--- config.mk ---
export PLATFORM = sky130hd
export DESIGN_NAME = slwe_ctrl
export DESIGN_NICKNAME = d
export VERILOG_FILES = /design/src/hw/rtl/slwe_pkg.sv /design/src/hw/rtl/slwe_ctrl.sv
export SDC_FILE = /design/constraint.sdc
export NUM_CORES = 1
export LEC_CHECK = 0
export BUFFER_PORTS_ARGS = -buffer_cell sky130_fd_sc_hd__buf_2
export CAP_MARGIN = 20
export CORE_MARGIN = 4
export CORE_UTILIZATION = 40
export CTS_CLUSTER_DIAMETER = 200
export DETAILED_ROUTE_END_ITERATION = 16
export GPL_TIMING_DRIVEN = 0
export PLACE_DENSITY_LB_ADDON = 0.2
export SKIP_LAST_GASP = 1
export SLEW_MARGIN = 20
export SYNTH_ARGS = -nofsm -noshare
export SYNTH_HDL_FRONTEND = slang
export SYNTH_SLANG_ARGS = --single-unit
--- constraint.sdc ---
create_clock -name clock -period 4.4 [get_ports clock]
set_input_delay 0.22 -clock clock [delete_from_list [all_inputs] [get_ports clock]]
set_output_delay 0.22 -clock clock [all_outputs]
set_load 0.005 [all_outputs]
--- src/hw/rtl/slwe_pkg.sv ---
// Shared constants, types and the n*log2(n) table for the local entropy block.
// No dependencies.
package slwe_pkg;

   localparam int MAX_WIDTH_DEF  = 128;
   localparam int MAX_HEIGHT_DEF = 128;
   localparam int MAX_RADIUS     = 7;
   localparam int VALUE_BITS     = 15;
   localparam int FRAC_BITS      = 16;

   localparam int WIN_MAX  = 2 * MAX_RADIUS + 1;
   localparam int ROM_SIZE = WIN_MAX * WIN_MAX + 1;
   localparam int CNT_W    = $clog2(ROM_SIZE);
   localparam int SUM_W    = 32;
   localparam int QUOT_W   = 17;
   localparam int ENT_W    = 17;
   localparam logic [ENT_W-1:0] ENT_ONE = ENT_W'(65536);

   localparam logic [7:0] REG_IMAGE_WIDTH  = 8'd0;
   localparam logic [7:0] REG_IMAGE_HEIGHT = 8'd1;
   localparam logic [7:0] REG_WINDOW_RADIUS = 8'd2;
   localparam logic [7:0] REG_COLOR_MODE   = 8'd3;

   localparam logic CMD_LOAD    = 1'b0;
   localparam logic CMD_ADVANCE = 1'b1;

   localparam logic OP_REMOVE = 1'b0;
   localparam logic OP_ADD    = 1'b1;

   localparam logic [1:0] MODE_START = 2'd0;
   localparam logic [1:0] MODE_DOWN  = 2'd1;
   localparam logic [1:0] MODE_SIDE  = 2'd2;

   localparam logic [1:0] PHASE_IDLE = 2'd0;
   localparam logic [1:0] PHASE_RUN  = 2'd1;
   localparam logic [1:0] PHASE_DONE = 2'd2;

   typedef struct packed {
      logic       load;
      logic       scan_reset;
      logic       clr_step;
      logic       op_first;
      logic       op_next;
      logic       addr_load;
      logic       frame_rd;
      logic       hist_rd;
      logic       hist_upd;
      logic       commit;
      logic       div_start;
      logic       div_step;
      logic       out_load;
      logic [1:0] mode;
   } ctrl_cmd_type;

   typedef struct packed {
      logic clr_done;
      logic op_last;
      logic div_last;
      logic step_down;
      logic last;
   } dp_status_type;

   typedef logic [ROM_SIZE-1:0][SUM_W-1:0] nlogn_table_type;

   // log2(n) with 32 fraction bits, by repeated squaring
   function automatic logic [63:0] log2_q32(input logic [31:0] n);
      logic [31:0] k;
      logic [63:0] m;
      logic [63:0] frac;
      k = '0;
      frac = '0;
      for (int i = 1; i < 32; i++) begin
         if ((n >> i) != 32'd0) k = 32'(i);
      end
      m = 64'(n) << (30 - k);
      for (int b = 31; b >= 0; b--) begin
         m = (m * m) >> 30;
         if (m >= 64'h8000_0000) begin
            m = m >> 1;
            frac[b] = 1'b1;
         end
      end
      return {k, frac[31:0]};
   endfunction

   function automatic nlogn_table_type build_nlogn_table();
      nlogn_table_type tbl;
      logic [63:0] v;
      tbl = '0;
      for (int n = 1; n < ROM_SIZE; n++) begin
         v = (64'(n) * log2_q32(32'(n)) + (64'd1 << (31 - FRAC_BITS))) >> (32 - FRAC_BITS);
         tbl[n] = SUM_W'(v);
      end
      return tbl;
   endfunction

   localparam nlogn_table_type NLOGN_TABLE = build_nlogn_table();

   function automatic logic [SUM_W-1:0] nlogn(input logic [CNT_W-1:0] c);
      logic [SUM_W-1:0] v;
      v = '0;
      if (32'(c) < ROM_SIZE) v = NLOGN_TABLE[c];
      return v;
   endfunction

endpackage

--- src/hw/rtl/slwe_ctrl.sv ---
// Sequencer for the entropy block: handshakes, scan phase, per-pixel update steps.
// Depends on slwe_pkg; drives slwe_dp through ctrl_cmd_type.
module slwe_ctrl (
   input  logic                    clock,
   input  logic                    reset,
   input  logic                    req_valid,
   output logic                    req_ready,
   input  logic                    req_cmd,
   output logic                    rsp_valid,
   input  logic                    rsp_ready,
   input  logic                    csr_valid,
   input  logic [7:0]              csr_index,
   input  slwe_pkg::dp_status_type status,
   output slwe_pkg::ctrl_cmd_type  ctl
);
   import slwe_pkg::*;

   localparam logic [3:0] ST_IDLE   = 4'd0;
   localparam logic [3:0] ST_CLEAR  = 4'd1;
   localparam logic [3:0] ST_ADDR   = 4'd2;
   localparam logic [3:0] ST_FRD    = 4'd3;
   localparam logic [3:0] ST_HRD    = 4'd4;
   localparam logic [3:0] ST_UPD    = 4'd5;
   localparam logic [3:0] ST_COMMIT = 4'd6;
   localparam logic [3:0] ST_DIV    = 4'd7;
   localparam logic [3:0] ST_OUT    = 4'd8;

   logic [3:0] state_ff, state_in;
   logic [1:0] phase_ff, phase_in;
   logic [1:0] mode_ff, mode_in;
   logic       valid_ff, valid_in;

   always_comb begin
      ctl = '0;
      state_in = state_ff;
      phase_in = phase_ff;
      mode_in = mode_ff;
      valid_in = valid_ff && !rsp_ready;
      req_ready = (state_ff == ST_IDLE);
      if (csr_valid && csr_index <= REG_COLOR_MODE && phase_ff == PHASE_RUN) begin
         phase_in = PHASE_IDLE;
      end
      case (state_ff)
         ST_IDLE: begin
            if (req_valid) begin
               if (req_cmd == CMD_LOAD) begin
                  ctl.load = 1'b1;
                  if (phase_ff == PHASE_RUN) phase_in = PHASE_IDLE;
               end else if (phase_ff != PHASE_RUN) begin
                  mode_in = MODE_START;
                  ctl.scan_reset = 1'b1;
                  state_in = ST_CLEAR;
               end else begin
                  mode_in = status.step_down ? MODE_DOWN : MODE_SIDE;
                  ctl.op_first = 1'b1;
                  state_in = ST_ADDR;
               end
            end
         end
         ST_CLEAR: begin
            ctl.clr_step = 1'b1;
            if (status.clr_done) begin
               ctl.op_first = 1'b1;
               state_in = ST_ADDR;
            end
         end
         ST_ADDR: begin
            ctl.addr_load = 1'b1;
            state_in = ST_FRD;
         end
         ST_FRD: begin
            ctl.frame_rd = 1'b1;
            state_in = ST_HRD;
         end
         ST_HRD: begin
            ctl.hist_rd = 1'b1;
            state_in = ST_UPD;
         end
         ST_UPD: begin
            ctl.hist_upd = 1'b1;
            if (status.op_last) begin
               state_in = ST_COMMIT;
            end else begin
               ctl.op_next = 1'b1;
               state_in = ST_ADDR;
            end
         end
         ST_COMMIT: begin
            ctl.commit = 1'b1;
            ctl.div_start = 1'b1;
            state_in = ST_DIV;
         end
         ST_DIV: begin
            ctl.div_step = 1'b1;
            if (status.div_last) state_in = ST_OUT;
         end
         ST_OUT: begin
            if (!valid_ff || rsp_ready) begin
               ctl.out_load = 1'b1;
               valid_in = 1'b1;
               phase_in = status.last ? PHASE_DONE : PHASE_RUN;
               state_in = ST_IDLE;
            end
         end
         default: begin
            state_in = ST_IDLE;
         end
      endcase
      ctl.mode = mode_in;
   end

   always_ff @(posedge clock) begin
      if (reset) begin
         state_ff <= ST_IDLE;
         phase_ff <= PHASE_IDLE;
         mode_ff <= MODE_START;
         valid_ff <= 1'b0;
      end else begin
         state_ff <= state_in;
         phase_ff <= phase_in;
         mode_ff <= mode_in;
         valid_ff <= valid_in;
      end
   end

   assign rsp_valid = valid_ff;
endmodule

==> impl_results.md, run 1 <==
- Cell at the root of the clock tree: clkbuf_4
- DP Wirelength: 1273 um
- Netlist cell types: 32
- Post-Synthesis Mean Instance Area: 7.785 sq um
- FILL cells: around 160
- Final #Nets: between 100 and 150
- CP max stage cell: or3_4
- Critical Path End Type: output port
- Postcts setup bufs: 0
- PD cells: between 200 and 250 nW/um^2
- Critical Path Source Type: flop
- Met1 usage in global routing: 19.69%
- Starting Density: between 40% and 50%
- Post-synth EDFFs: 0
- R2r setup slk: roughly 2.9 ns
- Met2 GRT Util: a little over a quarter
- H-tree depth: 1
- Worst EP arrival: 1.71 ns
- Synthesized flop and latch total: 9
- RSZ-0062 raised after global routing: no
- Die Span Y: 47.71 um
- Placement Rows: 14
- N_diodes: 0
- Design Power: 0.1829 mW
- Via count: roughly 700
- CTS tree: built
- Gate count after technology mapping: between 80 and 90
- First-iteration detailed-routing DRC count: 7
- Area growth from synthesis to layout: 33.53%
- PostCTS Resize Cnt: 0
- Prevailing post-synth register cell: dfxtp_1
- Worst Reg-to-Reg Cells: 5
- Clock Tree Buf Depth: 2
- Crit Path Max Fanout: 9
- Setup TNS: 0 ns
- Vias in the first global route: between 600 and 700
- Final hold violation count: 0
- Tightest Pin Transition: approximately 0.38 ns
- Drt pass-1 iters: 4
- Total clock buffers created by CTS: 3
- GRT Util Overall: 16.16%
- Total Routed Length: 1593 um
- Crit path time final: 1.928 ns
- Max-slew violation count: 0
- Post-synthesis sequential area ratio: approximately 29%
- Count leader, synth: nand2_1
- Worst flop-to-flop path startpoint: state_ff[1]
- Vias per std cell: between 5 and 6
- Hold endpoint: mode_ff[1]
- Static leakage: just under 0.4 nW
- Clock Latency Late Sink: approximately 0.26 ns
- Peak VDD IR: approximately 0.17 mV
- Hold Crit Start: reset
- ANT nets after route: 0
- WS Path Type: flop to output port
- Largest net degree at the start of global routing: 11
- Core Footprint: 1506 sq um
- Chip Width: 47.71 um
- Hold_buf cts: 0
- WL per Instance: about 12 um
- Post-synth top area share: between 20% and 30%
- FFs w/ async S/R, synth: 0%
- Grt met3 use: 5.639%
- Status: completed
- CP Cell Sequence: buf_6, nor4_4, nand3_2, or3_4, nand2_1, buf_2
- Synth Warn #: 0
- Ports: 36
- Period utilization: between 40% and 50%
- Port Buffers: 33
- First-pass GRT wire length: 2615 um
- Die Area: about 2300 sq um
- Top Family by Delay on Critical Path: simple AND/OR/NAND/NOR gates
- Mapped Nets: 100
- WP buf/inv: 2
- Biggest area consumer among synthesized cells: dfxtp_1
- Fmax: between 500 and 600 MHz
- Sink Count: 9
- Area contributors post-synth: dfxtp_1 29%, nand2_1 6.0%, nor2b_1 5.0%, a21oi_1 4.0%, nand2b_1 4.0%
- RR Endpoint: phase_ff[0]
- HP Class: input port to flop
- WHS Path Cells: 2
- Largest stage delay, worst path: 0.36 ns
- WP data required: approximately 4.2 ns
- Placer Congestion: 0.7285
- Setup Viol. Count Final: 0
- Initial antenna violation count: 0
- Max Clock Skew: 0.001250 ns
- Congestion Overflow GR: 0
- Clk slew on worst S/H paths: about 0.060 ns
- DRC viols: 0
- Share of cells above drive strength 1: 37.29%
- Critical path startpoint: state_ff[1]
- Most used routing layer: met2
- Synth top cells by count: 10 x nand2_1, 9 x dfxtp_1, 6 x nor2_1
- MaxCap Viol Count: 0
- Util after Layout: 55.90%
- Mapped Area: 630.6 sq um
- Slew headroom: between 70 and 80%
[worst max-delay path by stage]
stage	to	slack (ns)	cells past startpoint
floorplan	ctl[1]	2.88	5
global placement	ctl[1]	2.75	6
detailed placement	ctl[1]	2.75	6
CTS	ctl[1]	2.45	6
global route	ctl[5]	2.35	5
finish	ctl[1]	2.47	6
[worst register-to-register path, delay by kind of cell (launching register included)]
family | cells | cell delay (ns)
flops | 1 | 0.30
buf+inv | 1 | 0.13
simple gates | 2 | 0.57
compound gates | 1 | 0.13
mux | 1 | 0.35
[cells in the final DEF (no fill, tap or decap), types with 3 or more instances in the layout]
cell type and n:
buf_2 33, nor2_1 6, clkbuf_1 5, nand2b_1 4
nor2b_1 5, a21oi_1 5, nand2_1 10, clkbuf_4 3
o21ai_0 4, dfxtp_1 9, nor3_1 5
[layout make-up]
class                      instances  area (sq um)  area share, %
tap                               16         20.02          2.377
timing repair buffer              33         165.2          19.61
sequential                         9         180.2          21.40
inverter                           2         7.507         0.8915
clock buffer                       4         26.28          3.120
buffer                             6         33.78          4.012
multi-input combinational         64         409.1          48.59
[report_power, final]
part           leakage, nW  internal (mW)  total, mW  switching, mW
clock               0.0150         0.0350     0.0639         0.0290
combinational        0.309         0.0168     0.0342         0.0173
sequential          0.0727         0.0827     0.0848        0.00211
[stage by stage]
stage / cells / setup slack [ns] / hold slack, ns / cell area (sq um)
finish: 134 / 2.472 / 0.2112 / 842.1
global placement: 130 / 2.749 / 0.4534 / 815.8
floorplan: 81 / 2.877 / 0.2824 / 630.6
detailed placement: 130 / 2.746 / 0.4663 / 815.8
global route: 134 / 2.352 / 0.2244 / 842.1
CTS: 134 / 2.451 / 0.2100 / 842.1
[layer usage]
layer | vias up | wire length (um) | share of wire (%)
li1 | 362 | - | -
met1 | 335 | 687 | 43
met2 | 13 | 803 | 50
met3 | 2 | 91 | 5.7
met4 | 0 | 11 | 0.69
met5 | - | 0 | 0
[state kept, by name, summed over array words and instances (netlist names)]
name	cells
mode_ff	2
phase_ff	2
rsp_valid	1
state_ff	4
[logic make-up (layout without fill, tap and decap cells)]
logic type             after synthesis  count (layout)  share of synthesized area (%)
flip-flops                           9               9                          28.57
AO/OA/AOI/OAI                       16              16                          16.67
AND/OR/NAND/NOR                     45              45                          43.26
buffers and inverters                8              45                          6.548
multiplexers                         3               3                          4.960
(Power assumes the default switching activity.)
==> run 2: changes to the inputs <==
Settings changed: ABC_AREA set to 1, CORE_UTILIZATION 40 to 38.
Clock period 4.4 ns to 1.54 ns, I/O delays scaled along.
==> impl_results.md, run 2 <==
- Status: completed
- DP Area: 842.1 sq um (+3.2%)
- Hold Crit Start: reset
- Synthesized flop and latch total: 9 (unchanged)
- Share of cells above drive strength 1: 40.79% (+3.5 points)
- Final #Nets: 172 (+25%)
- Tightest Pin Transition: 0.2197 ns (-0.1614 ns)
- WL per Instance: 10.37 um (-13%)
- WP buf/inv: 3 (+1)
- Slew headroom: 85.24% (+11 points)
- Max reg flops: 4 (unchanged)
- Largest registers: state_ff: 4 flops, mode_ff: 2 flops, phase_ff: 2 flops
- Post-synthesis sequential area ratio: 27.43% (-1.1 points)
- Area growth from synthesis to layout: 41.14%
- Synth Warn #: 0 (unchanged)
- Via count: 784 (+10%)
- WP data required: 1.46 ns (-2.72 ns)
- Most frequent cells in the layout: 33 x nand2_1, 33 x buf_2, 16 x inv_1, 15 x nor2_1, 7 x buf_4
- Critical Path End Type: output port
- Post-synth top area share: 27.43% (-1.1 points)
- Mapped Nets: 128 (+28%)
- Max Clock Skew: 0.0006633 ns (-0.0005863 ns)
- Worst flop-to-flop path startpoint: state_ff[0]
- Total Routed Length: 1742 um (+9.4%)
- PD cells: 1321 nW/um^2 (+510%)
- Port Buffers: 33 (unchanged)
- Critical path startpoint: state_ff[2]
- GRT Util Overall: 13.75% (-2.4 points)
- Starting Density: 41.67% (-0.19 points)
- Vias per std cell: 4.667 (-12%)
- RSZ-0062 raised after global routing: yes
- HP Class: input port to flop
- Largest stage delay, worst path: 0.35 ns (about the same)
- Sink Count: 9 (unchanged)
- Post-Synthesis Mean Instance Area: 6.026 sq um (-23%)
- Largest register by flop count: state_ff
- Congestion Overflow GR: 0 (unchanged)
- Cell at the root of the clock tree: clkbuf_4
- Vias in the first global route: 703 (+7.3%)
- Area contributors post-synth: dfxtp_1 27%, nand2_1 19%, inv_1 9.1%, nor2_1 9.1%, nand3_1 5.3%
- Final hold violation count: 0 (unchanged)
- Setup Viol. Count Final: 0 (unchanged)
- R2r setup slk: 0.10 ns (-2.76 ns)
- Post-synth EDFFs: 0 (unchanged)
- CP Cell Sequence: nor2_4, nand2_4, inv_4, nand2_4, nor2_4, inv_2, or2_4, nand2_1, buf_2
- Count leader, synth: nand2_1
- Drt pass-1 iters: 4 (unchanged)
- WS Path Type: flop to output port
- Biggest area consumer among synthesized cells: dfxtp_1
- Period utilization: 98.37%
- Die Span Y: 49.58 um (+3.9%)
- Crit Path Max Fanout: 5 (-4)
- Grt met3 use: 2.108% (-3.5 points)
- Fmax: roughly 660 MHz
- Clock Latency Late Sink: 0.26 ns (about the same)
- Design Power: 1.225 mW (+570%)
- MaxCap Viol Count: 0 (unchanged)
- DRC viols: 0 (unchanged)
- Clk slew on worst S/H paths: 0.06 ns (about the same)
- Placement Rows: 14 (unchanged)
- Mapped Area: 656.9 sq um (+4.2%)
- Design Area, Final: 927.1 sq um (+10%)
- Initial antenna violation count: 0 (unchanged)
- H-tree depth: 1 (unchanged)
- Die Area: 2458 sq um (+8.0%)
- Most used routing layer: met2
- Gate count after technology mapping: 109 (+35%)
- Prevailing post-synth register cell: dfxtp_1
- CP max stage cell: dfxtp_2
- First-pass GRT wire length: 2656 um (+1.6%)
- Max-slew violation count: 0 (unchanged)
- Netlist cell types: 21 (-34%)
- Worst EP arrival: 1.44 ns (-0.27 ns)
- Met2 GRT Util: 21.81% (-5.6 points)
- Clock Tree Buf Depth: 2 (unchanged)
- Largest net degree at the start of global routing: 8 (-3)
- First-iteration detailed-routing DRC count: 14 (+7)
- N_diodes: 0 (unchanged)
- Worst Slack Setup Final: 0.02517 ns (-2.447 ns)
- Met1 usage in global routing: 17.15% (-2.5 points)
- CTS tree: built
- Top Family by Delay on Critical Path: simple AND/OR/NAND/NOR gates
- DP Wirelength: 1332 um (+4.6%)
- ANT nets after route: 0 (unchanged)
- Core Footprint: 1577 sq um (+4.7%)
- Placer Congestion: 0.7988 (+9.6%)
- Util after Layout: 58.81% (+2.9 points)
- Crit path time final: around 1.5 ns
- Peak VDD IR: 0.6499 mV (+290%)
- Synth top cells by count: 33 x nand2_1, 16 x inv_1, 16 x nor2_1
- Static leakage: 0.5398 nW (+36%)
- Chip Width: 49.58 um (+3.9%)
- Pre-CTS setup slack: 0.1715 ns (-2.575 ns)
- Critical Path Source Type: flop
- Ports: 36 (unchanged)
- Total clock buffers created by CTS: 3 (unchanged)
- FFs w/ async S/R, synth: 0% (unchanged)
==> run 2: changes by cell type in the layout (fill, tap and decap cells not counted), moves of 3 or more <==
cell / previous run / this run
dfxtp_1: 9 / 6
nor2_4: 0 / 3
inv_1: 2 / 16
nand2b_1: 4 / 0
nor3_1: 5 / 2
nor2_2: 0 / 4
clkbuf_1: 5 / 1
nor2b_1: 5 / 0
nor2_1: 6 / 15
nand2_1: 10 / 33
nand3_1: 1 / 6
buf_4: 1 / 7
==> run 2: final timing paths <==
path                 endpoint  cells after the start
setup reg to reg  state_ff[0]                      8
hold / removal     mode_ff[1]                      2
hold reg to reg   phase_ff[0]                      2
setup / recovery       ctl[1]                      9
==> run 2: cell type report <==
| class | instances | area (sq um) |
|---|---|---|
| Multi-Input combinational cell | 81 | 406.6 |
| Clock buffer | 4 | 26.28 |
| Buffer | 1 | 7.507 |
| Fill cell | 171 | 649.4 |
| Sequential cell | 9 | 186.4 |
| Tap cell | 16 | 20.02 |
| Timing Repair Buffer | 39 | 210.2 |
| Inverter | 18 | 70.07 |
==> run 2: cells by family after synthesis <==
group	after synthesis	synth area share, %
AND/OR/NAND/NOR	70	50.67
flip-flops	9	27.43
AO/OA/AOI/OAI	11	10.09
buffers and inverters	19	11.81
==> run 2: metrics by stage <==
step / setup TNS, ns / hold WS [ns] / cells
floorplan: 0 / 0.1394 / 109
global placement: 0 / 0.3354 / 158
detailed placement: 0 / 0.3402 / 158
CTS: 0 / 0.05960 / 168
global route: -0.05352 / 0.07137 / 168
finish: 0 / 0.06635 / 168
==> run 2: power breakdown <==
group	leakage (nW)	total [mW]	switching [mW]	internal, mW
clock network	0.0150	0.182	0.0819	0.0998
logic	0.450	0.736	0.407	0.329
registers	0.0744	0.307	0.0377	0.269
total	0.540	1.23	0.527	0.698
==> run 2: repair_timing <==
item                                    CTS  global route
buffers inserted                          6             0
hold buffers                              0             0
pin swaps                                 3             0
endpoints found under the setup margin    1             2
gates resized for setup                   4             2
==> run 2: routing by layer <==
| metal | part of all wire [%] | vias up |
|---|---|---|
| met5 | 0 | - |
| met4 | 1.4 | 0 |
| met3 | 6.9 | 4 |
| met2 | 46 | 30 |
| met1 | 46 | 329 |
| li1 | - | 421 |
==> run 3: changes to the inputs <==
Settings changed: CORE_UTILIZATION 38 to 40.
Clock period 1.54 ns to 1.4 ns, I/O delays scaled along.
==> impl_results.md, run 3 (synthesis gave the netlist of run 2 again) <==
- Share of cells above drive strength 1: 48.41% (+7.6 points)
- Die Span Y: 48.53 um (-2.1%)
- Static leakage: 0.5655 nW (+4.8%)
- Total clock buffers created by CTS: 3 (unchanged)
- Area growth from synthesis to layout: 53.90%
- DP Wirelength: 1348 um (+1.2%)
- Inst Count DP: 158 (unchanged)
- Via count: 830 (+5.9%)
- Hold WS: 0.05226 ns (-0.01409 ns)
- Final cell count without fillers: 173 (+3.0%)
- Status: complete, but fails checks
- Placer Congestion: 0.8443 (+5.7%)
- Max-slew violation count: 0 (unchanged)
- Clk slew on worst S/H paths: 0.06 ns (about the same)
- Chip Width: 48.53 um (-2.1%)
- Top Family by Delay on Critical Path: simple AND/OR/NAND/NOR gates
- Largest stage delay, worst path: 0.36 ns (about the same)
- CP Cell Sequence: nor2_4, nand2_4, inv_4, nand2_4, nor2_4, inv_2, or2_4, nand2_2, buf_2
- WHS Path Cells: 2 (unchanged)
- R2r setup slk: 0 ns (-0.10 ns)
- Die Area: 2355 sq um (-4.2%)
- Max Clock Skew: 0.006921 ns (+0.006258 ns)
- Critical Path Source Type: flop
- Hold Crit Start: reset
- Worst Slack Setup Final: -0.1337 ns (-0.1589 ns)
- Clock Tree Buf Depth: 2 (unchanged)
- RR Endpoint: state_ff[0]
- Hold endpoint: mode_ff[1]
- Final #Nets: 177 (+2.9%)
- Placement Rows: 14 (unchanged)
- Hold_buf cts: 0 (unchanged)
- Cell at the root of the clock tree: clkbuf_4
- Largest register by flop count: state_ff
- First-iteration detailed-routing DRC count: 13 (-1)
- WP buf/inv: 3 (unchanged)
- WS Path Type: flop to output port
- Drt pass-1 iters: 4 (unchanged)
- WP data required: 1.33 ns (-0.13 ns)
- Core Footprint: 1524 sq um (-3.3%)
- WL per Instance: 10.89 um (+5.0%)
- Crit Path Max Fanout: 5 (unchanged)
- N_diodes: 0 (unchanged)
- Clock Latency Late Sink: 0.27 ns (about the same)
- CP max stage cell: dfxtp_4
- FILL cells: 154 (-9.9%)
- Crit path time final: about 1.5 ns
- Vias in the first global route: 796 (+13%)
- Critical Path End Type: output port
- Ports: 36 (unchanged)
- Congestion Overflow GR: 0 (unchanged)
- DP Area: 842.1 sq um (unchanged)
- Period utilization: 109.5%
- Failing checks: setup timing
- Sink Count: 9 (unchanged)
- Port Buffers: 33 (unchanged)
- Setup Viol. Count Final: 1 (+1)
- Fmax: 652.0 MHz
- HP Class: input port to flop
- Largest net degree at the start of global routing: 8 (unchanged)
- Largest registers: state_ff: 4 flops, mode_ff: 2 flops, phase_ff: 2 flops
- Total Routed Length: 1884 um (+8.2%)
- Tightest Pin Transition: 0.3617 ns (+0.1421 ns)
- Design Power: 1.480 mW (+21%)
- First-pass GRT wire length: 3208 um (+21%)
- Commonest non-fill, non-tap cell in the layout: buf_2
- Starting Density: 43.10% (+1.4 points)
- PD cells: 1464 nW/um^2 (+11%)
- Slew headroom: 75.80% (-9.4 points)
- Most frequent cells in the layout: 33 x buf_2, 30 x nand2_1, 15 x nor2_1, 14 x inv_1, 12 x buf_4
- DRC viols: 0 (unchanged)
- MaxCap Viol Count: 0 (unchanged)
- Pre-CTS setup slack: 0.01794 ns (-0.1535 ns)
- Worst flop-to-flop path startpoint: state_ff[3]
- Final hold violation count: 0 (unchanged)
- Setup TNS: -0.1337 ns (-0.1337 ns)
- Worst EP arrival: 1.46 ns (+0.02 ns)
- Initial antenna violation count: 0 (unchanged)
- Worst Reg-to-Reg Cells: 8 (unchanged)
- ANT nets after route: 0 (unchanged)
- Vias per std cell: 4.798 (+2.8%)
- Design Area, Final: 1011 sq um (+9.0%)
- GRT Util Overall: 16.45% (+2.7 points)
- H-tree depth: 1 (unchanged)
- Max reg flops: 4 (unchanged)
- RSZ-0062 raised after global routing: yes
- Util after Layout: 66.34% (+7.5 points)
- Peak VDD IR: 0.8632 mV (+33%)
- CTS tree: built
## run 3: repair_timing
action / 4_1_cts / 5_1_grt
setup endpoints to repair: 3 / 13
gates resized for setup: 5 / 15
pin swaps: 3 / 4
cloned: 0 / 0
setup buffers: 7 / 5
## run 3: metal layers
layer / track usage (%) / up-vias / wire (um)
li1: - / 434 / -
met2: 27.83 / 24 / 1001
met1: 19.37 / 368 / 742
met3: 5.215 / 4 / 114
met4: 5.381 / 0 / 26
met5: 0 / - / 0
## run 3: worst max-delay path by stage
stage | startpoint | endpoint | cells past startpoint
2_1_floorplan | state_ff[0] | state_ff[0] | 7
3_3_place_gp | state_ff[0] | ctl[1] | 9
3_5_place_dp | state_ff[0] | state_ff[0] | 7
4_1_cts | state_ff[0] | ctl[1] | 9
5_1_grt | state_ff[2] | ctl[1] | 9
6_report | state_ff[2] | ctl[1] | 9
## run 3: worst reg2reg max path, cell delays in order (launching register included)
cell,delay (ns)
dfxtp_2,0.33
inv_1,0.10
nand2_1,0.17
nor2_2,0.20
nand2_1,0.13
nand3_2,0.11
nor2_2,0.05
o21ai_0,0.16
nor2_1,0.05
## run 3: cell type report
class	count	area (sq um)	share of cell area (%)
Tap cell	16	20.02	1.980
Clock buffer	4	26.28	2.599
Sequential cell	9	192.7	19.06
Inverter	18	70.07	6.931
Buffer	1	7.507	0.7426
Timing Repair Buffer	44	247.7	24.50
Multi-Input combinational cell	81	446.7	44.18
## run 3: report_power, final
group | internal (mW) | switching, mW | leakage (nW) | total [mW]
Sequential | 0.301 | 0.0345 | 0.0755 | 0.336
Combinational | 0.434 | 0.504 | 0.475 | 0.938
Clock | 0.110 | 0.0966 | 0.0150 | 0.207
Total | 0.845 | 0.635 | 0.566 | 1.48
